File: src/sv/plpg_pkg.sv
// Types, constants and the control store of the profile generator sequencer.
// Used by piecewise_linear_profile_generator; depends on nothing else.
package plpg_pkg;

  localparam int SW  = 5;    // step counter width
  localparam int QB  = 16;   // quotient bits per divide pass
  localparam int RW  = 47;   // divider remainder width
  localparam logic [6:0] PCT = 7'd100;

  localparam logic [2:0] OP_CLEAR = 3'd0;
  localparam logic [2:0] OP_ADD   = 3'd1;
  localparam logic [2:0] OP_START = 3'd2;
  localparam logic [2:0] OP_QUERY = 3'd3;
  localparam logic [2:0] OP_READ  = 3'd4;

  // one setpoint as stored in the table
  typedef struct packed {
    logic [30:0]        tm;
    logic signed [15:0] tp;
    logic [7:0]         fn;
  } ent_t;

  typedef enum logic [4:0] {
    A_NONE, A_LATCH, A_CLEAR, A_ADD, A_START, A_RD_REQ, A_RD_TAKE, A_Q_INIT,
    A_WALK, A_MUL_TEMP, A_DIV, A_FIX_TEMP, A_FIX_FAN, A_HOLD, A_PROG,
    A_FIX_PROG, A_EMIT
  } act_t;

  typedef enum logic [3:0] {
    C_NEVER, C_ALWAYS, C_NOSTART, C_OPCODE, C_SINGLE, C_WALK, C_NOTFOUND,
    C_DIV_MORE, C_PROG_FULL
  } cond_t;

  typedef struct packed {
    act_t            act;
    cond_t           cond;
    logic [SW-1:0]   tgt;
  } ucw_t;

  localparam logic [SW-1:0] S_IDLE  = 5'd0;
  localparam logic [SW-1:0] S_DISP  = 5'd1;
  localparam logic [SW-1:0] S_CLEAR = 5'd2;
  localparam logic [SW-1:0] S_ADD   = 5'd3;
  localparam logic [SW-1:0] S_START = 5'd4;
  localparam logic [SW-1:0] S_RD    = 5'd5;
  localparam logic [SW-1:0] S_RD2   = 5'd6;
  localparam logic [SW-1:0] S_QINIT = 5'd7;
  localparam logic [SW-1:0] S_WALK  = 5'd8;
  localparam logic [SW-1:0] S_CHK   = 5'd9;
  localparam logic [SW-1:0] S_MULT  = 5'd10;
  localparam logic [SW-1:0] S_DIVT  = 5'd11;
  localparam logic [SW-1:0] S_FIXT  = 5'd12;
  localparam logic [SW-1:0] S_DIVF  = 5'd13;
  localparam logic [SW-1:0] S_FIXF  = 5'd14;
  localparam logic [SW-1:0] S_HOLD  = 5'd15;
  localparam logic [SW-1:0] S_PROG  = 5'd16;
  localparam logic [SW-1:0] S_DIVP  = 5'd17;
  localparam logic [SW-1:0] S_FIXP  = 5'd18;
  localparam logic [SW-1:0] S_EMIT  = 5'd19;

  function automatic ucw_t ucode(input logic [SW-1:0] s);
    ucw_t w;
    case (s)
      S_IDLE:  w = '{A_LATCH,    C_NOSTART,   S_IDLE};
      S_DISP:  w = '{A_NONE,     C_OPCODE,    S_IDLE};
      S_CLEAR: w = '{A_CLEAR,    C_ALWAYS,    S_EMIT};
      S_ADD:   w = '{A_ADD,      C_ALWAYS,    S_EMIT};
      S_START: w = '{A_START,    C_ALWAYS,    S_EMIT};
      S_RD:    w = '{A_RD_REQ,   C_NEVER,     S_IDLE};
      S_RD2:   w = '{A_RD_TAKE,  C_ALWAYS,    S_EMIT};
      S_QINIT: w = '{A_Q_INIT,   C_SINGLE,    S_HOLD};
      S_WALK:  w = '{A_WALK,     C_WALK,      S_WALK};
      S_CHK:   w = '{A_NONE,     C_NOTFOUND,  S_HOLD};
      S_MULT:  w = '{A_MUL_TEMP, C_NEVER,     S_IDLE};
      S_DIVT:  w = '{A_DIV,      C_DIV_MORE,  S_DIVT};
      S_FIXT:  w = '{A_FIX_TEMP, C_NEVER,     S_IDLE};
      S_DIVF:  w = '{A_DIV,      C_DIV_MORE,  S_DIVF};
      S_FIXF:  w = '{A_FIX_FAN,  C_ALWAYS,    S_PROG};
      S_HOLD:  w = '{A_HOLD,     C_NEVER,     S_IDLE};
      S_PROG:  w = '{A_PROG,     C_PROG_FULL, S_EMIT};
      S_DIVP:  w = '{A_DIV,      C_DIV_MORE,  S_DIVP};
      S_FIXP:  w = '{A_FIX_PROG, C_NEVER,     S_IDLE};
      S_EMIT:  w = '{A_EMIT,     C_ALWAYS,    S_IDLE};
      default: w = '{A_NONE,     C_ALWAYS,    S_IDLE};
    endcase
    return w;
  endfunction

  // entry point of each opcode routine
  function automatic logic [SW-1:0] dispatch(input logic [2:0] op);
    logic [SW-1:0] t;
    case (op)
      OP_CLEAR: t = S_CLEAR;
      OP_ADD:   t = S_ADD;
      OP_START: t = S_START;
      OP_QUERY: t = S_QINIT;
      OP_READ:  t = S_RD;
      default:  t = S_EMIT;
    endcase
    return t;
  endfunction

endpackage

File: src/sv/piecewise_linear_profile_generator.sv
// Ramp/soak profile generator: setpoint table, microcoded sequencer and a shared
// shift-subtract divider. Depends on plpg_pkg.
//
// A request is taken when start is high and busy is low; its single result appears
// on the result ports for exactly one cycle with done high, and the receiver cannot
// stall it. A query walks the table one entry per cycle (one memory read port) and
// then runs the restoring divider three times, for temperature, fan and progress;
// past the last setpoint both interpolation passes are skipped, and a profile at or
// past its end skips the progress pass. busy stays high from the request until the
// cycle of done, during which the next request can be taken.
module piecewise_linear_profile_generator
  import plpg_pkg::*;
#(
  parameter int MAX_POINTS = 10
) (
  input  logic                                 clk,
  input  logic                                 rst,
  input  logic                                 start,
  output logic                                 busy,
  input  logic [2:0]                           opcode,
  input  logic [31:0]                          time_ms,
  input  logic signed [15:0]                   temp,
  input  logic [7:0]                           fan,
  input  logic [3:0]                           index,
  output logic                                 done,
  output logic signed [15:0]                   target_temp,
  output logic [7:0]                           target_fan,
  output logic [30:0]                          entry_time,
  output logic [6:0]                           progress,
  output logic signed [15:0]                   final_temp,
  output logic [$clog2(MAX_POINTS+1)-1:0]      entry_count,
  output logic                                 entry_valid
);

  localparam int AW = $clog2(MAX_POINTS);
  localparam int CW = $clog2(MAX_POINTS + 1);
  localparam int XW = (CW > 4) ? CW : 4;

  // control state
  logic [SW-1:0]      step;
  logic [SW-1:0]      step_next;
  logic [CW-1:0]      cnt;
  logic [31:0]        start_tick;
  logic signed [15:0] temp0;
  logic signed [15:0] last_temp;
  logic [30:0]        last_time;

  // datapath
  logic [2:0]         op_r;
  logic [31:0]        tms_r;
  logic signed [15:0] tval_r;
  logic [7:0]         fval_r;
  logic [3:0]         idx_r;
  logic [31:0]        el;
  logic [AW-1:0]      ptr;
  ent_t               prv;
  logic               found;
  logic               neg;
  logic [30:0]        span;
  logic [RW-1:0]      r;
  logic [RW-1:0]      dsh;
  logic [QB-1:0]      q;
  logic [3:0]         k;

  ent_t               mem [MAX_POINTS];
  ent_t               rd_q;
  logic [AW-1:0]      rd_addr;

  ucw_t               uc;
  logic               jmp;
  logic               hit;
  logic               more;
  logic               full;
  logic               tbl_full;
  logic               idx_ok;
  logic [30:0]        off;
  logic [30:0]        span_c;
  logic signed [16:0] dt;
  logic [16:0]        mag_t;
  logic signed [8:0]  df;
  logic [8:0]         mag_f;
  logic [RW-1:0]      prod_t;
  logic [RW-1:0]      prod_f;
  logic [38:0]        pct;
  logic               ge;
  logic [QB:0]        qn;

  assign uc          = ucode(step);
  assign busy        = (step != S_IDLE);
  assign final_temp  = last_temp;
  assign entry_count = cnt;

  assign hit      = ({1'b0, rd_q.tm} > el);
  assign more     = ((CW'(ptr) + CW'(1)) < cnt);
  assign full     = (el >= {1'b0, last_time});
  assign tbl_full = (cnt >= CW'(MAX_POINTS));
  assign idx_ok   = (XW'(idx_r) < XW'(cnt));

  assign off    = el[30:0] - prv.tm;
  assign span_c = rd_q.tm - prv.tm;
  assign dt     = {rd_q.tp[15], rd_q.tp} - {prv.tp[15], prv.tp};
  assign mag_t  = dt[16] ? 17'(-dt) : 17'(dt);
  assign df     = {1'b0, rd_q.fn} - {1'b0, prv.fn};
  assign mag_f  = df[8] ? 9'(-df) : 9'(df);
  assign prod_t = RW'(mag_t[15:0] * off);
  assign prod_f = RW'(mag_f[7:0] * off);
  assign pct    = 39'(el) * 39'(PCT);
  assign ge     = (r >= dsh);
  // floor of a signed quotient: negate, and step down once more on a remainder
  assign qn     = !neg ? {1'b0, q} : ((r != '0) ? ~{1'b0, q} : -{1'b0, q});

  always_comb begin
    case (uc.cond)
      C_NEVER:     jmp = 1'b0;
      C_ALWAYS:    jmp = 1'b1;
      C_NOSTART:   jmp = !start;
      C_SINGLE:    jmp = (cnt == CW'(1));
      C_WALK:      jmp = !hit && more;
      C_NOTFOUND:  jmp = !found;
      C_DIV_MORE:  jmp = (k != 4'd0);
      C_PROG_FULL: jmp = full;
      default:     jmp = 1'b0;
    endcase
    if (uc.cond == C_OPCODE) begin
      step_next = dispatch(op_r);
    end else if (jmp) begin
      step_next = uc.tgt;
    end else begin
      step_next = step + SW'(1);
    end
  end

  always_comb begin
    case (uc.act)
      A_RD_REQ: rd_addr = AW'(XW'(idx_r));
      A_Q_INIT: rd_addr = AW'(1);
      A_WALK:   rd_addr = hit ? ptr : ptr + AW'(1);
      default:  rd_addr = ptr;
    endcase
  end

  always_ff @(posedge clk) begin
    if (uc.act == A_ADD && !tbl_full) begin
      mem[AW'(cnt)] <= '{tm: tms_r[30:0], tp: tval_r, fn: fval_r};
    end
    rd_q <= mem[rd_addr];
  end

  always_ff @(posedge clk) begin
    if (rst) begin
      step       <= S_IDLE;
      cnt        <= CW'(1);
      start_tick <= '0;
      temp0      <= '0;
      last_temp  <= '0;
      last_time  <= '0;
      done       <= 1'b0;
    end else begin
      step <= step_next;
      done <= (uc.act == A_EMIT);
      case (uc.act)
        A_CLEAR: begin
          cnt       <= CW'(1);
          temp0     <= '0;
          last_temp <= '0;
          last_time <= '0;
        end
        A_ADD: begin
          if (!tbl_full) begin
            cnt       <= cnt + CW'(1);
            last_time <= tms_r[30:0];
            last_temp <= tval_r;
          end
        end
        A_START: begin
          start_tick <= tms_r;
          temp0      <= tval_r;
          if (cnt == CW'(1)) begin
            last_temp <= tval_r;
          end
        end
        default: ;
      endcase
    end
  end

  always_ff @(posedge clk) begin
    case (uc.act)
      A_LATCH: begin
        if (start) begin
          op_r        <= opcode;
          tms_r       <= time_ms;
          tval_r      <= temp;
          fval_r      <= fan;
          idx_r       <= index;
          el          <= time_ms - start_tick;
          target_temp <= '0;
          target_fan  <= '0;
          entry_time  <= '0;
          progress    <= '0;
          entry_valid <= 1'b1;
        end
      end
      A_RD_TAKE: begin
        entry_valid <= idx_ok;
        if (idx_ok) begin
          if (idx_r == 4'd0) begin
            target_temp <= temp0;
          end else begin
            target_temp <= rd_q.tp;
            target_fan  <= rd_q.fn;
            entry_time  <= rd_q.tm;
          end
        end
      end
      A_Q_INIT: begin
        prv   <= '{tm: '0, tp: temp0, fn: '0};
        ptr   <= AW'(1);
        found <= 1'b0;
      end
      A_WALK: begin
        found <= hit;
        // advance past every setpoint at or before the elapsed time
        if (!hit) begin
          prv <= rd_q;
          ptr <= ptr + AW'(1);
        end
      end
      A_MUL_TEMP: begin
        span <= span_c;
        neg  <= dt[16];
        r    <= prod_t;
        dsh  <= RW'(span_c) << (QB - 1);
        q    <= '0;
        k    <= 4'(QB - 1);
      end
      A_DIV: begin
        if (ge) begin
          r <= r - dsh;
        end
        q   <= {q[QB-2:0], ge};
        dsh <= dsh >> 1;
        k   <= k - 4'd1;
      end
      A_FIX_TEMP: begin
        target_temp <= prv.tp + qn[15:0];
        neg         <= df[8];
        r           <= prod_f;
        dsh         <= RW'(span) << (QB - 1);
        q           <= '0;
        k           <= 4'(QB - 1);
      end
      A_FIX_FAN: begin
        target_fan <= prv.fn + qn[7:0];
      end
      A_HOLD: begin
        target_temp <= prv.tp;
        target_fan  <= prv.fn;
      end
      A_PROG: begin
        progress <= full ? PCT : 7'd0;
        neg      <= 1'b0;
        r        <= RW'(pct);
        dsh      <= RW'(last_time) << (QB - 1);
        q        <= '0;
        k        <= 4'(QB - 1);
      end
      A_FIX_PROG: begin
        progress <= q[6:0];
      end
      default: ;
    endcase
  end

endmodule
File: config.mk
export PLATFORM = sky130hd
export DESIGN_NAME = piecewise_linear_profile_generator
export DESIGN_NICKNAME = d
export VERILOG_FILES = /design/src/sv/plpg_pkg.sv /design/src/sv/piecewise_linear_profile_generator.sv
export SDC_FILE = /design/constraint.sdc
export NUM_CORES = 2
export LEC_CHECK = 0
export ABC_CLOCK_PERIOD_IN_PS = 12100
export BUFFER_PORTS_ARGS = -buffer_cell sky130_fd_sc_hd__clkbuf_2
export CAP_MARGIN = 20
export CORE_ASPECT_RATIO = 1.25
export CORE_MARGIN = 2
export CORE_UTILIZATION = 25
export CTS_BUF_LIST = sky130_fd_sc_hd__clkbuf_8
export DETAILED_ROUTE_END_ITERATION = 10
export MAX_ROUTING_LAYER = met4
export PLACE_DENSITY = 0.5
export SLEW_MARGIN = 20
export SYNTH_ARGS = -nofsm -noshare
export SYNTH_HDL_FRONTEND = slang
export SYNTH_SLANG_ARGS = --single-unit
export TNS_END_PERCENT = 50
File: constraint.sdc
create_clock -name clk -period 12.1 [get_ports clk]
set_input_delay 2.42 -clock clk [delete_from_list [all_inputs] [get_ports clk]]
set_output_delay 2.42 -clock clk [all_outputs]
set_load 0.01 [all_outputs]
==> metrics <==
CP peak stage delay 0.59 ns; GRT Overall Usage 0.157; launch point of the critical path el[0]; Slew headroom 0.235; HPWL Detailed 188000 um; Setup CP Type register to register; capture point of the worst path r[46]; Sequential Area 30900 um^2; share of the synthesized area in the top cell type 0.344; TritonRoute pass-1 iters 5; Most used DFF post-synth edfxtp_1; Filler Cell Count 33000; hold_buf cts 0; Num CTS Buffers 171; initial antenna violation count 4; worst endpoint data arrival time 11.79 ns; Hold Path Stages 2; layout cells sized above 1 0.0804; DRT antenna net count 0; Clock Skews 0.0872 ns; via count 58000; Final period util 0.930; remaining global-route overflow 0; Yosys reg bits 1087; Initial DRC Count 3639; DRT Wirelength 251000 um; Avg WL per Cell 20.6 um; status finished, final reports clean; CTS resizes 0; Die Width 509 um; syn nets 8939; Syn Inst Count 7712; EDFF count, synth 913; num rows 231; Clock H-tree levels 4; NumNets Final 9092; TNS Setup 0 ns; leading area contributor after synthesis edfxtp_1; Worst-Margin Slew 1.14 ns; Final Wtd Congestion 0.914; drt drc 0; most frequent cells in the layout 1069 x inv_1, 917 x nand2_1, 913 x edfxtp_1; Area Overhead vs Synth 12.3%; element type at the critical path start register; Max Cap Viol 0; via/cell ratio 4.75; Post-CTS Setup Bufs 0; main area contributors after synthesis edfxtp_1 34%, fa_1 15%, ha_1 8.6%, inv_1 4.8%, mux2i_1 4.7%; clock sink total 1087; CTS clk-pin slew, worst paths 0.07 ns; crit-path max FO 11; R2R Path End r[46]; Synth cell types 88; Yosys warnings 0; mapped cell area 79800 um^2; area taken by multi-input logic gates 44300 um^2; leading cell type in the layout, fill and taps excluded inv_1; PortBufs 150; Syn Area/Cell 10.3 um^2; Core ar. 317000 um^2; number of global-route vias before repair 60800; Clk Latency, worst-skew pair 0.87 ns; reg2reg path depth 38; CTS tree yes; async set-reset flop share out of synthesis 0; first-pass GRT wire length 379000 um; CP max stage cell o21ai_0; Max Slew Vio Count 0; full die area 324000 um^2; sequential fraction of the synthesis area 0.387; endpoint class of the critical path register; Starting Density 0.252; clk root buf clkbuf_8; R2R Path Start el[0]; final setup fails 0; Worst Hold Slack 0.451 ns; Final min period 11.25 ns; HP Class register to register; RSZ-0062 raised after global routing false; Final Hold Fails 0; CP required 12.64 ns; Fmax 88.9 MHz; largest net degree at the start of global routing 122; num ports 151; CTS Buffer Depth 4; register-to-register setup slack 0.85 ns; die height 636 um
==> synthesized netlist by cell type (all sizes together), types with 48 or more instances <==
master	n
a21o	149
a21oi	393
a31oi	100
and2	137
and3	48
buf	61
clkbuf	254
dfxtp	174
edfxtp	913
fa	613
ha	548
inv	1029
mux2i	373
nand2	919
nand2b	143
nand3	135
nor2	409
nor2b	76
nor3	92
o21ai	230
o22ai	98
xnor2	204
xor2	116
==> per-layer routing <==
metal  GRT usage  wire [um]  vias up
met5           -          0        -
met4      0.0633      11100        0
met3      0.0118       9150      470
met2       0.280     129000     1512
met1       0.182     102000    29400
li1            -          -    26600
==> area by class of cell <==
cell class	instances	area share
Tap cell	4194	0.0586
Clock inverter	114	0.00927
Multi-Input combinational cell	5281	0.494
Sequential cell	1087	0.345
Clock buffer	187	0.0287
Antenna cell	3	0.0000838
Inverter	1029	0.0431
Timing Repair Buffer	295	0.0210
==> registers in the layout, indices dropped and copies added, names as in the netlist, 14 cells and up <==
name	flops
mem	550
prv	55
rd_q	55
r	47
dsh	46
el	32
start_tick	32
tms_r	32
entry_time	31
last_time	31
span	31
final_temp	16
q	16
target_temp	16
temp0	16
tval_r	16
uc	14
==> cells by family (layout without fill, tap and decap cells) <==
group | count (synthesis) | in the layout | share of synthesized area
adders and majority gates | 1161 | 1161 | 0.240
AOI/OAI and AO/OA | 1316 | 1316 | 0.105
xor gates and xnor gates | 320 | 320 | 0.0351
and+or+nand+nor | 2109 | 2109 | 0.121
muxes | 375 | 375 | 0.0471
DFF | 1087 | 1087 | 0.387
buffers and inverters | 1344 | 1625 | 0.0644
other | 0 | 3 | 0
==> critical path, delay by kind of cell, from the launching register on <==
kind | cells | cell delay (ns)
buf+inv | 8 | 0.72
flops | 1 | 0.47
xor+xnor | 1 | 0.17
fa+ha+maj | 9 | 4.00
compound gates | 12 | 4.15
mux | 1 | 0.20
simple gates | 7 | 1.24
==> how the worst min path moves through the flow <==
stage	start	endpoint	slack [ns]
after floorplan	last_time[28]	last_time[28]	0.43
after global placement	last_time[30]	last_time[30]	0.44
after detailed placement	final_temp[15]	final_temp[15]	0.45
after CTS	final_temp[15]	final_temp[15]	0.45
after global routing	start_tick[26]	start_tick[26]	0.48
final	last_time[5]	last_time[5]	0.45
==> metrics by stage <==
step	util	std cells	cell area, um^2	setup WS (ns)
after floorplan	-	7712	79800	2.35
after global placement	0.272	11900	86100	0.957
after detailed placement	0.272	11900	86100	0.863
after CTS	0.282	12200	89500	0.833
after global routing	0.283	12200	89600	0.294
final	0.283	12200	89600	0.853
Power is left out: the tool's default activity adds up to more than one toggle a clock period on the data nets, which glitch-free logic cannot reach.
